[config.mk]
export PLATFORM = sky130hd
export DESIGN_NAME = i2c_master_bit_engine
export DESIGN_NICKNAME = d
export VERILOG_FILES = /design/src/hw/rtl/i2cm_pkg.sv /design/src/hw/rtl/i2cm_front.sv /design/src/hw/rtl/i2cm_queue.sv /design/src/hw/rtl/i2cm_back.sv /design/src/hw/rtl/i2c_master_bit_engine.sv
export VERILOG_INCLUDE_DIRS = /design/src /design/src/hw/rtl
export SDC_FILE = /design/constraint.sdc
export NUM_CORES = 1
export LEC_CHECK = 0
export ABC_AREA = 0
export BUFFER_PORTS_ARGS = -buffer_cell sky130_fd_sc_hd__buf_2
export CAP_MARGIN = 20
export CORE_UTILIZATION = 54
export CTS_CLUSTER_DIAMETER = 50
export DETAILED_ROUTE_END_ITERATION = 10
export PLACE_DENSITY = 0.81
export SLEW_MARGIN = 20
export SYNTH_ARGS = -nofsm -noshare
export SYNTH_HDL_FRONTEND = slang
export SYNTH_HIERARCHICAL = 1
export SYNTH_SLANG_ARGS = --single-unit
[constraint.sdc]
create_clock -name clk -period 6.2 [get_ports clk]
set_clock_uncertainty 0.2 [all_clocks]
set_input_delay 1.24 -clock clk [delete_from_list [all_inputs] [get_ports clk]]
set_output_delay 1.24 -clock clk [all_outputs]
set_load 0.01 [all_outputs]
[src/hw/rtl/i2c_master_bit_engine_assert.svh]
// Assertion macros for the I2C master bit engine.
`ifndef I2C_MASTER_BIT_ENGINE_ASSERT_SVH
`define I2C_MASTER_BIT_ENGINE_ASSERT_SVH
`ifndef SYNTH
`define I2CM_ASSERT_NEVER(lbl, clk, rst, cond) \
  lbl: assert property (@(posedge clk) disable iff (rst) !(cond)) \
    else $error("i2cm: forbidden condition seen");
`define I2CM_ASSERT_IMPLIES(lbl, clk, rst, ante, cons) \
  lbl: assert property (@(posedge clk) disable iff (rst) (ante) |-> (cons)) \
    else $error("i2cm: implication violated");
`else
`define I2CM_ASSERT_NEVER(lbl, clk, rst, cond)
`define I2CM_ASSERT_IMPLIES(lbl, clk, rst, ante, cons)
`endif
`endif

[src/hw/rtl/i2cm_pkg.sv]
`default_nettype none
package i2cm_pkg;

  localparam int DELAY_W = 16;
  localparam logic [DELAY_W-1:0] DELAY_RESET = 16'd90;

  localparam int QDEPTH = 4;
  localparam int QPTR_W = $clog2(QDEPTH);
  localparam int QCNT_W = $clog2(QDEPTH + 1);

  localparam logic [1:0] MODE_START = 2'd0;
  localparam logic [1:0] MODE_STOP  = 2'd1;
  localparam logic [1:0] MODE_WRITE = 2'd2;
  localparam logic [1:0] MODE_READ  = 2'd3;

  localparam logic [2:0] KIND_NONE  = 3'd0;
  localparam logic [2:0] KIND_START = 3'd1;
  localparam logic [2:0] KIND_STOP  = 3'd2;
  localparam logic [2:0] KIND_WRITE = 3'd3;
  localparam logic [2:0] KIND_READ  = 3'd4;

  typedef struct packed {
    logic [2:0] kind;
    logic [7:0] tx_byte;
    logic       ack_to_send;
    logic       sda_in;
  } tick_t;

  typedef struct packed {
    logic full;
    logic empty;
  } q_status_t;

endpackage
`default_nettype wire

[src/hw/rtl/i2cm_front.sv]
`default_nettype none
module i2cm_front (
  input  wire                 clk,
  input  wire                 rst,
  input  wire                 in_valid,
  output logic                in_stall,
  input  wire                 cmd_valid,
  input  wire  [1:0]          mode,
  input  wire  [7:0]          tx_byte,
  input  wire                 ack_to_send,
  input  wire                 sda_in,
  input  i2cm_pkg::q_status_t q_stat,
  output logic                q_push,
  output i2cm_pkg::tick_t     q_push_data
);
  import i2cm_pkg::*;

  logic  hold_valid;
  logic  hold_valid_next;
  tick_t hold;
  tick_t decoded;
  logic  accept;

  // A tick without a command is still forwarded; the engine counts it.
  always_comb begin
    decoded.tx_byte     = tx_byte;
    decoded.ack_to_send = ack_to_send;
    decoded.sda_in      = sda_in;
    decoded.kind        = KIND_NONE;
    if (cmd_valid) begin
      unique case (mode)
        MODE_START: decoded.kind = KIND_START;
        MODE_STOP:  decoded.kind = KIND_STOP;
        MODE_WRITE: decoded.kind = KIND_WRITE;
        MODE_READ:  decoded.kind = KIND_READ;
        default:    decoded.kind = KIND_NONE;
      endcase
    end
  end

  assign q_push      = hold_valid && !q_stat.full;
  assign q_push_data = hold;
  assign in_stall    = hold_valid && q_stat.full;
  assign accept      = in_valid && !in_stall;

  always_comb begin
    hold_valid_next = hold_valid;
    if (accept) begin
      hold_valid_next = 1'b1;
    end else if (q_push) begin
      hold_valid_next = 1'b0;
    end
  end

  always_ff @(posedge clk) begin
    if (rst) begin
      hold_valid <= 1'b0;
    end else begin
      hold_valid <= hold_valid_next;
    end
  end

  always_ff @(posedge clk) begin
    if (accept) begin
      hold <= decoded;
    end
  end

endmodule
`default_nettype wire

[src/hw/rtl/i2cm_queue.sv]
`default_nettype none
module i2cm_queue (
  input  wire                 clk,
  input  wire                 rst,
  input  wire                 push,
  input  i2cm_pkg::tick_t     push_data,
  input  wire                 pop,
  output i2cm_pkg::tick_t     pop_data,
  output i2cm_pkg::q_status_t q_stat
);
  import i2cm_pkg::*;

  tick_t             mem [QDEPTH];
  logic [QPTR_W-1:0] wr_ptr;
  logic [QPTR_W-1:0] rd_ptr;
  logic [QCNT_W-1:0] count;
  logic [QCNT_W-1:0] count_next;

  assign q_stat.full  = (count == QCNT_W'(QDEPTH));
  assign q_stat.empty = (count == '0);
  assign pop_data     = mem[rd_ptr];

  always_comb begin
    count_next = count;
    if (push && !pop) begin
      count_next = count + QCNT_W'(1);
    end else if (pop && !push) begin
      count_next = count - QCNT_W'(1);
    end
  end

  always_ff @(posedge clk) begin
    if (rst) begin
      wr_ptr <= '0;
      rd_ptr <= '0;
      count  <= '0;
    end else begin
      if (push) begin
        wr_ptr <= wr_ptr + QPTR_W'(1);
      end
      if (pop) begin
        rd_ptr <= rd_ptr + QPTR_W'(1);
      end
      count <= count_next;
    end
  end

  always_ff @(posedge clk) begin
    if (push) begin
      mem[wr_ptr] <= push_data;
    end
  end

endmodule
`default_nettype wire

[src/hw/rtl/i2cm_back.sv]
`default_nettype none
module i2cm_back (
  input  wire                         clk,
  input  wire                         rst,
  input  wire                         cfg_we,
  input  wire  [i2cm_pkg::DELAY_W-1:0] cfg_data,
  input  i2cm_pkg::q_status_t         q_stat,
  input  i2cm_pkg::tick_t             item,
  output logic                        q_pop,
  output logic                        out_valid,
  input  wire                         out_stall,
  output logic                        scl_out,
  output logic                        sda_out,
  output logic                        busy_res,
  output logic                        done_res,
  output logic [7:0]                  rx_byte,
  output logic                        ack_seen
);
  import i2cm_pkg::*;

  localparam logic [3:0] PH_IDLE     = 4'd0;
  localparam logic [3:0] PH_START_A  = 4'd1;
  localparam logic [3:0] PH_START_B  = 4'd2;
  localparam logic [3:0] PH_STOP_A   = 4'd3;
  localparam logic [3:0] PH_STOP_B   = 4'd4;
  localparam logic [3:0] PH_W_LOW    = 4'd5;
  localparam logic [3:0] PH_W_DATA   = 4'd6;
  localparam logic [3:0] PH_W_HIGH   = 4'd7;
  localparam logic [3:0] PH_ACK_LOW  = 4'd8;
  localparam logic [3:0] PH_ACK_HIGH = 4'd9;
  localparam logic [3:0] PH_ACK_TAIL = 4'd10;
  localparam logic [3:0] PH_R_HIGH   = 4'd11;
  localparam logic [3:0] PH_R_LOW    = 4'd12;
  localparam logic [3:0] PH_SA_A     = 4'd13;
  localparam logic [3:0] PH_SA_B     = 4'd14;
  localparam logic [3:0] PH_SA_C     = 4'd15;

  logic [DELAY_W-1:0] delay_ticks;
  logic [DELAY_W-1:0] step_len;
  logic [3:0]         phase,       phase_next;
  logic [DELAY_W-1:0] delay_count, delay_count_next;
  logic [3:0]         bit_count,   bit_count_next;
  logic [3:0]         bit_inc;
  logic [7:0]         shift_reg,   shift_reg_next;
  logic [7:0]         rx_hold,     rx_hold_next;
  logic               ack_bit,     ack_bit_next;
  logic               ack_pending, ack_pending_next;
  logic               scl_level,   scl_level_next;
  logic               sda_level,   sda_level_next;
  logic               done,        done_next;
  logic               out_valid_next;

  // The engine state doubles as the output register: it only advances
  // when the previous result has been taken or the slot is empty.
  assign q_pop    = !q_stat.empty && (!out_valid || !out_stall);
  assign step_len = (delay_ticks == '0) ? DELAY_W'(1) : delay_ticks;
  assign bit_inc  = bit_count + 4'd1;

  assign scl_out  = scl_level;
  assign sda_out  = sda_level;
  assign busy_res = (phase != PH_IDLE);
  assign done_res = done;
  assign rx_byte  = rx_hold;
  assign ack_seen = ack_bit;

  always_comb begin
    phase_next       = phase;
    delay_count_next = delay_count;
    bit_count_next   = bit_count;
    shift_reg_next   = shift_reg;
    rx_hold_next     = rx_hold;
    ack_bit_next     = ack_bit;
    ack_pending_next = ack_pending;
    scl_level_next   = scl_level;
    sda_level_next   = sda_level;
    done_next        = done;
    out_valid_next   = out_valid && out_stall;

    if (q_pop) begin
      out_valid_next = 1'b1;
      done_next      = 1'b0;
      if (phase == PH_IDLE) begin
        unique case (item.kind)
          KIND_START: begin
            bit_count_next   = '0;
            sda_level_next   = 1'b1;
            scl_level_next   = 1'b1;
            phase_next       = PH_START_A;
            delay_count_next = step_len;
          end
          KIND_STOP: begin
            bit_count_next   = '0;
            sda_level_next   = 1'b0;
            scl_level_next   = 1'b1;
            phase_next       = PH_STOP_A;
            delay_count_next = step_len;
          end
          KIND_WRITE: begin
            bit_count_next   = '0;
            shift_reg_next   = item.tx_byte;
            scl_level_next   = 1'b0;
            phase_next       = PH_W_LOW;
            delay_count_next = step_len;
          end
          KIND_READ: begin
            bit_count_next   = '0;
            ack_pending_next = item.ack_to_send;
            shift_reg_next   = '0;
            sda_level_next   = 1'b1;
            scl_level_next   = 1'b1;
            phase_next       = PH_R_HIGH;
            delay_count_next = step_len;
          end
          default: begin
          end
        endcase
      end else if (delay_count > DELAY_W'(1)) begin
        delay_count_next = delay_count - DELAY_W'(1);
      end else begin
        unique case (phase)
          PH_START_A: begin
            sda_level_next   = 1'b0;
            phase_next       = PH_START_B;
            delay_count_next = step_len;
          end
          PH_START_B: begin
            scl_level_next = 1'b0;
            phase_next     = PH_IDLE;
            done_next      = 1'b1;
          end
          PH_STOP_A: begin
            sda_level_next   = 1'b1;
            phase_next       = PH_STOP_B;
            delay_count_next = step_len;
          end
          PH_STOP_B: begin
            phase_next = PH_IDLE;
            done_next  = 1'b1;
          end
          PH_W_LOW: begin
            sda_level_next   = shift_reg[7];
            phase_next       = PH_W_DATA;
            delay_count_next = step_len;
          end
          PH_W_DATA: begin
            scl_level_next   = 1'b1;
            shift_reg_next   = {shift_reg[6:0], 1'b0};
            phase_next       = PH_W_HIGH;
            delay_count_next = step_len;
          end
          PH_W_HIGH: begin
            bit_count_next = bit_inc;
            scl_level_next = 1'b0;
            if (bit_inc < 4'd8) begin
              phase_next       = PH_W_LOW;
              delay_count_next = step_len;
            end else begin
              // SDA is released for the acknowledge; the low phase is one tick.
              sda_level_next   = 1'b1;
              phase_next       = PH_ACK_LOW;
              delay_count_next = DELAY_W'(1);
            end
          end
          PH_ACK_LOW: begin
            scl_level_next   = 1'b1;
            phase_next       = PH_ACK_HIGH;
            delay_count_next = step_len;
          end
          PH_ACK_HIGH: begin
            ack_bit_next     = item.sda_in;
            scl_level_next   = 1'b0;
            phase_next       = PH_ACK_TAIL;
            delay_count_next = step_len;
          end
          PH_R_HIGH: begin
            shift_reg_next   = {shift_reg[6:0], item.sda_in};
            scl_level_next   = 1'b0;
            phase_next       = PH_R_LOW;
            delay_count_next = step_len;
          end
          PH_R_LOW: begin
            bit_count_next   = bit_inc;
            delay_count_next = step_len;
            if (bit_inc < 4'd8) begin
              scl_level_next = 1'b1;
              phase_next     = PH_R_HIGH;
            end else begin
              rx_hold_next   = shift_reg;
              scl_level_next = 1'b0;
              sda_level_next = ack_pending;
              phase_next     = PH_SA_A;
            end
          end
          PH_SA_A: begin
            scl_level_next   = 1'b1;
            phase_next       = PH_SA_B;
            delay_count_next = step_len;
          end
          PH_SA_B: begin
            scl_level_next   = 1'b0;
            sda_level_next   = 1'b1;
            phase_next       = PH_SA_C;
            delay_count_next = step_len;
          end
          default: begin
            // Acknowledge tail of a write and the last step of a read.
            phase_next = PH_IDLE;
            done_next  = 1'b1;
          end
        endcase
      end
    end
  end

  always_ff @(posedge clk) begin
    if (rst) begin
      delay_ticks <= DELAY_RESET;
      phase       <= PH_IDLE;
      delay_count <= '0;
      bit_count   <= '0;
      shift_reg   <= '0;
      rx_hold     <= '0;
      ack_bit     <= 1'b1;
      ack_pending <= 1'b1;
      scl_level   <= 1'b1;
      sda_level   <= 1'b1;
      done        <= 1'b0;
      out_valid   <= 1'b0;
    end else begin
      if (cfg_we) begin
        delay_ticks <= cfg_data;
      end
      phase       <= phase_next;
      delay_count <= delay_count_next;
      bit_count   <= bit_count_next;
      shift_reg   <= shift_reg_next;
      rx_hold     <= rx_hold_next;
      ack_bit     <= ack_bit_next;
      ack_pending <= ack_pending_next;
      scl_level   <= scl_level_next;
      sda_level   <= sda_level_next;
      done        <= done_next;
      out_valid   <= out_valid_next;
    end
  end

endmodule
`default_nettype wire

[src/hw/rtl/i2c_master_bit_engine.sv]
// A request is held in the input stage register, then written into the queue, then
// taken by the engine state registers. Throughput: one request per cycle unless out_stall holds the engine.
// A four-entry queue between input stage and engine absorbs output stalls.
// Reset (synchronous, active high): engine idle, SCL and SDA released, delay of 90 ticks,
// received byte zero, acknowledge seen one, queue and output empty.
`default_nettype none
`include "i2c_master_bit_engine_assert.svh"
module i2c_master_bit_engine (
  input  wire                         clk,
  input  wire                         rst,
  input  wire                         cfg_valid,
  output logic                        cfg_ready,
  input  wire  [i2cm_pkg::DELAY_W-1:0] cfg_data,
  input  wire                         in_valid,
  output logic                        in_stall,
  input  wire                         cmd_valid,
  input  wire  [1:0]                  mode,
  input  wire  [7:0]                  tx_byte,
  input  wire                         ack_to_send,
  input  wire                         sda_in,
  output logic                        out_valid,
  input  wire                         out_stall,
  output logic                        scl_out,
  output logic                        sda_out,
  output logic                        busy_res,
  output logic                        done_res,
  output logic [7:0]                  rx_byte,
  output logic                        ack_seen
);
  import i2cm_pkg::*;

  q_status_t q_stat;
  tick_t     q_push_data;
  tick_t     q_pop_data;
  logic      q_push;
  logic      q_pop;

  assign cfg_ready = 1'b1;

  i2cm_front u_front (
    .clk         (clk),
    .rst         (rst),
    .in_valid    (in_valid),
    .in_stall    (in_stall),
    .cmd_valid   (cmd_valid),
    .mode        (mode),
    .tx_byte     (tx_byte),
    .ack_to_send (ack_to_send),
    .sda_in      (sda_in),
    .q_stat      (q_stat),
    .q_push      (q_push),
    .q_push_data (q_push_data)
  );

  i2cm_queue u_queue (
    .clk       (clk),
    .rst       (rst),
    .push      (q_push),
    .push_data (q_push_data),
    .pop       (q_pop),
    .pop_data  (q_pop_data),
    .q_stat    (q_stat)
  );

  i2cm_back u_back (
    .clk       (clk),
    .rst       (rst),
    .cfg_we    (cfg_valid && cfg_ready),
    .cfg_data  (cfg_data),
    .q_stat    (q_stat),
    .item      (q_pop_data),
    .q_pop     (q_pop),
    .out_valid (out_valid),
    .out_stall (out_stall),
    .scl_out   (scl_out),
    .sda_out   (sda_out),
    .busy_res  (busy_res),
    .done_res  (done_res),
    .rx_byte   (rx_byte),
    .ack_seen  (ack_seen)
  );

  `I2CM_ASSERT_NEVER(a_no_push_when_full, clk, rst, q_push && q_stat.full)
  `I2CM_ASSERT_NEVER(a_no_pop_when_empty, clk, rst, q_pop && q_stat.empty)
  `I2CM_ASSERT_IMPLIES(a_pop_needs_free_slot, clk, rst, q_pop, !out_valid || !out_stall)
  `I2CM_ASSERT_NEVER(a_done_means_idle, clk, rst, out_valid && done_res && busy_res)

endmodule
`default_nettype wire
# [After elaboration in Yosys (flattened, before gate mapping)]
# Memories as Yosys holds them, arrays and structs flattened. A register that Yosys moved wholly into a read port is not among the register bits.
# Index checks and enable logic that the tools add are counted.
# Widths: inputs -> output; s select.
[word_totals] register_bits=83 ramBits=52 input_bits=34 output_inout_bits=16 word_cells=149 n_memories=1
[memory_table] memory="u_queue.mem" depth=4 width=13 rd=1 rd_clocked_by_memory_dff=1 write_ports=1 line="i2cm_queue.sv:13" source="tick_t mem [QDEPTH];"
[classes] add_sub_neg=6 magnitude_cmp=2 eq_ne=28 mux=44 bitwise_logic=3 reduce_logical=45
[ops] op="$mux 16" count=5
[ops] op="$pmux 4 s11" count=1
[ops] op="$pmux 16 s2" count=1
[ops] op="$pmux 8 s2" count=2
[ops] op="$mux 4" count=7
[ops] op="$eq 4x4->1 const B" count=6
[ops] op="$gt 16x1->1 const B" count=1
[ops] op="$logic_not 16->1" count=1
[ops] op="$mux 8" count=2
[ops] op="$pmux 4 s4" count=1
[ops] op="$reduce_and 4->1" count=4
[ops] op="$sub 16x1->16 const B" count=1
[ops] op="$mux 1" count=15
[ops] op="$eq 4x3->1 const B" count=3
[ops] op="$pmux 3 s4" count=1
[ops] op="$reduce_bool 4->1" count=3
[ops] op="$reduce_or 11->1" count=1
[ops] op="$reduce_or 10->1" count=1
[ops] op="$mux 3" count=3
[ops] op="$ne 3x3->1 const B" count=3
[ops] op="$reduce_and 3->1" count=3
[ops] op="$eq 4x2->1 const B" count=2
[ops] op="$logic_and 1x1->1" count=7
[ops] op="$logic_not 1->1" count=7
[ops] op="other kinds (33)" count=47

# [Longest topological paths before layout]
[depth] word_depth=7 ltp_mapped=11 depth_no_buf=10

# [Modules after synthesis]
# The synthesis kept the hierarchy.
[modules_own_cells] mod="i2cm_back" instances=1 cells_each=445 area_per_inst_um2=3593.4 seq_area_each_um2=1241.2
[modules_own_cells] mod="i2cm_queue" instances=1 cells_each=111 area_per_inst_um2=2311.0 seq_area_each_um2=1741.7
[modules_own_cells] mod="i2cm_front" instances=1 cells_each=27 area_per_inst_um2=510.5 seq_area_each_um2=410.4
[modules_own_cells] mod="i2c_master_bit_engine" instances=1 cells_each=2 area_per_inst_um2=11.3 seq_area_each_um2=0.0

# [Worst setup path before layout]
# No wires, ideal clock.
[synth_timing] path_kind="input-to-reg" start="in out_stall" end="reg u_queue.count[2]" setup_time_ns=0.070 t_arrival_ns=2.907 required_ns=5.930 path_slack_ns=3.022 stages=10 path_buffers=1 path_cell_list="a21o_1 -> inv_1 -> clkbuf_1 -> inv_1 -> ha_1 -> inv_1 -> fa_1 -> xor2_1 -> or3_1 -> a21oi_1"
[synth_via] elab_chain_len=6 elab_cells_between_ends=8 classes_between="mux: 1; reduce/logical: 7"
[synth_rtl] element="start, declared" line="i2c_master_bit_engine.sv:22" source="input wire out_stall,"
[synth_rtl] element="$logic_not 1->1 *" line="i2cm_back.sv:55" source="assign q_pop = !q_stat.empty && (!out_valid || !out_stall);"
[synth_rtl] element="$logic_or 1x1->1 *" line="i2cm_back.sv:55"
[synth_rtl] element="$logic_and 1x1->1 *" line="i2cm_back.sv:55"
[synth_rtl] element="named net q_pop" line="i2c_master_bit_engine.sv:36" source="logic q_pop;"
[synth_rtl] element="$logic_not 1->1" line="i2cm_queue.sv:25" source="if (push && !pop) begin"
[synth_rtl] element="$logic_and 1x1->1" line="i2cm_queue.sv:25"
[synth_rtl] element="$mux 3 / $reduce_bool 2->1 (equally long branches)"
[synth_rtl] element="end signal, assigned" line="i2cm_queue.sv:44" source="count <= count_next;"
[synth_rtl] element="end, declared" line="i2cm_queue.sv:16" source="logic [QCNT_W-1:0] count;"
# Mark *: on every way through the listed nets, which the timed path passes. The rest lies on a longest branch.
# A chain may end at the register's enable or synchronous reset.

==> out/metrics.cfg <==
[power_and_ir_drop]
p_leak_nw = 2.669
power.density_mw_per_mm2 = 495.7
power.share.switching_pct = 38.21
switching_power_mw = 1.385
p_int_mw = 2.239
total_power_mw = 3.624
p_comb_share_pct = 37.4
pwr-share-seq_pct = 33.3
clkPwrFrac_pct = 29.3
irDropWorstVdd_mv = 0.2835

[worst_setup_path]
critPathKind = reg2reg
cp_max_fo = 19
crit_path_end_kind = flop
cp-start-kind = flop
critPathArrivalTime_ns = 3.88
required_ns = 6.31

[layout]
final_cells = 767
reg_top3 = u_queue/mem: 52 flops, u_back/delay_count: 16 flops, u_back/delay_ticks: 16 flops
fillCellCount = 859
area_delta_synth_final_pct = 13.75
largest_register = u_queue/mem
fin_area_sq_mm = 0.007310
layout-drive-gt1-share_pct = 17.15
largest_reg_flops = 52
antennaDiodeCount = 0
nets = 658

[drt]
drtPass1Iterations = 9
vias_per_cell = 6.343
post_drt_wl_per_cell_um = 18.46
drc = 4
wl_um = 14160
ant_nets = 0
vias = 4865
drtIter0Drc = 410

[global_routing]
grt_pass1_wl_um = 22790
grt-ovfl-total = 0
grt_max_degree = 61
first_global_vias = 4663
antenna_found_initial = 0
track_usage_pct = 23.81

[sta]
hold_violations = 0
fin_crit_ns = 3.772
finalCritPeriodShare_pct = 60.85
rsz0062_at_grt = no
setup_viol = 0
tightest_slew_ns = 0.8037
fmaxAchievable_mhz = 265.1
slew_headroom_pct = 46.35
report.final.slew_viol_count = 0
final.setup.worst_slack_ns = 2.428
final.setup.tns_ns = 0

[synthesis]
synthAdderAreaFrac_pct = 2.453
async_flop_share_pct = 0
yosys.area_share.xor_xnor_pct = 1.772
syn_nets = 631
mappedNetlistArea_sq_mm = 0.006426
synthSimpleGateAreaFrac_pct = 14.58
yosysMostFrequentCell = dfxtp_1
synth_cell_types = 73
ys_top_cells_by_area = edfxtp_1 30%, dfxtp_1 22%, mux2i_1 4.5%
synth_edf_count = 65
synthFlopType = dfxtp_1
syn_avg_cell_area_sq_um = 10.98
synthMuxAreaShare_pct = 9.424
synth_compound_area_share_pct = 14.86
synth_top_area_share_pct = 30.37
synthCells = 585
yosysWarningCount = 6
synth_top_family_by_area = compound AO/OA/AOI/OAI gates
ys_top_cells_by_count = 72 x dfxtp_1, 65 x edfxtp_1, 39 x nor2_1
yosysTopAreaCell = edfxtp_1
synth-seq-cells = 137
ys_seq_area_share_pct = 52.80

[place]
dp.cells = 736
place_ws_ns = 2.422
place_area_sq_mm = 0.006681
place_hpwl_um = 9209
place_congestion = 0.9068
io_buffer_count = 48

[cts]
clkSinkCount = 137
path_clk_slew_ns = 0.06
clock_latency_ns = 0.42
cts_setup_buffers = 0
cts_buffers = 17
cts_root_buffer = clkbuf_16
tritoncts = yes
cts-htree-levels = 4
cts_hold_buffers = 0
cts_resized = 0
cts.path.max_buffers = 2

[floorplan]
dieArea_sq_mm = 0.01234
core_sq_mm = 0.01152
die_h_um = 111.1
die-width_um = 111.1
start_util_pct = 55.80
ios = 50
rows = 39

[flow_run]
cap_violations = 0

[status]
violations = design-rule violations
status = finished, violations left

[worst_hold_path]
min_path_type = reg2reg

[final timing paths]
| check | slack [ns] | to | cells after the start | start |
|---|---|---|---|---|
| worst min-delay path | 0.28 | u_back/rx_byte[3] | 2 | u_back/rx_byte[3] |
| worst max-delay path | 2.43 | u_back/delay_count[14] | 6 | flop |
| worst max register to register | 2.43 | u_back/delay_count[14] | 6 | flop |
| worst min register to register | 0.28 | u_back/rx_byte[3] | 2 | u_back/rx_byte[3] |
[worst max-delay path, stage by stage, from the launching register on]
cell	delay, ns
dfxtp_1	0.84
mux4_1	0.80
o21a_1	0.19
o21ai_0	0.44
o311a_1	0.74
nor2_1	0.08
a221o_1	0.36
[power groups by stage]
| stage | sequential [mW] | combinational (mW) | clock, mW |
|---|---|---|---|
| 2_1_floorplan | 1.15 | 1.11 | 0 |
| 3_3_place_gp | 1.21 | 1.25 | 0 |
| 3_5_place_dp | 1.22 | 1.30 | 0 |
| 4_1_cts | 1.20 | 1.31 | 1.07 |
| 5_1_grt | 1.23 | 1.46 | 1.11 |
| 6_report | 1.21 | 1.35 | 1.06 |
[cell families after synthesis]
family,count (synthesis)
other,1
AOI/OAI and AO/OA,139
adders and majority gates,12
buffers and inverters,59
and+or+nand+nor,181
muxes,43
DFF,137
xor gates and xnor gates,13
[layer usage]
| layer | part of all wire, % | global-route usage [%] |
|---|---|---|
| met5 | 0 | 0 |
| met4 | 2.2 | 10.81 |
| met3 | 6.8 | 5.850 |
| met2 | 51 | 41.01 |
| met1 | 40 | 28.13 |
[layout make-up]
class,instances,area (sq um),area share (%)
Clock inverter,14,195.2,2.670
Timing Repair Buffer,52,270.3,3.697
Inverter,15,56.30,0.7703
Multi-Input combinational cell,389,2790,38.17
Clock buffer,17,425.4,5.820
Tap cell,143,178.9,2.448
Sequential cell,137,3393,46.42
[metrics by stage]
| stage | utilization (%) | hold WS, ns |
|---|---|---|
| floorplan | - | 0.2427 |
| global placement | 58.02 | 0.2632 |
| detailed placement | 58.02 | 0.2731 |
| CTS | 63.41 | 0.2831 |
| global route | 63.47 | 0.2972 |
| finish | 63.47 | 0.2786 |
[cells in the final DEF, fill, tap and decap left out, types with 10 or more instances in the layout]
cell and n:
a21oi_1 24, mux2i_1 29, nor4_1 12, and2_1 12, nor2_1 39, dfxtp_1 72
ha_1 11, nand2_1 31, nand3_1 25, mux4_2 10, clkbuf_16 17, buf_2 48
inv_1 15, o21ai_0 29, edfxtp_1 65, a31oi_1 11, nor3_1 25
Note: power is estimated with default switching activity, not from simulation.
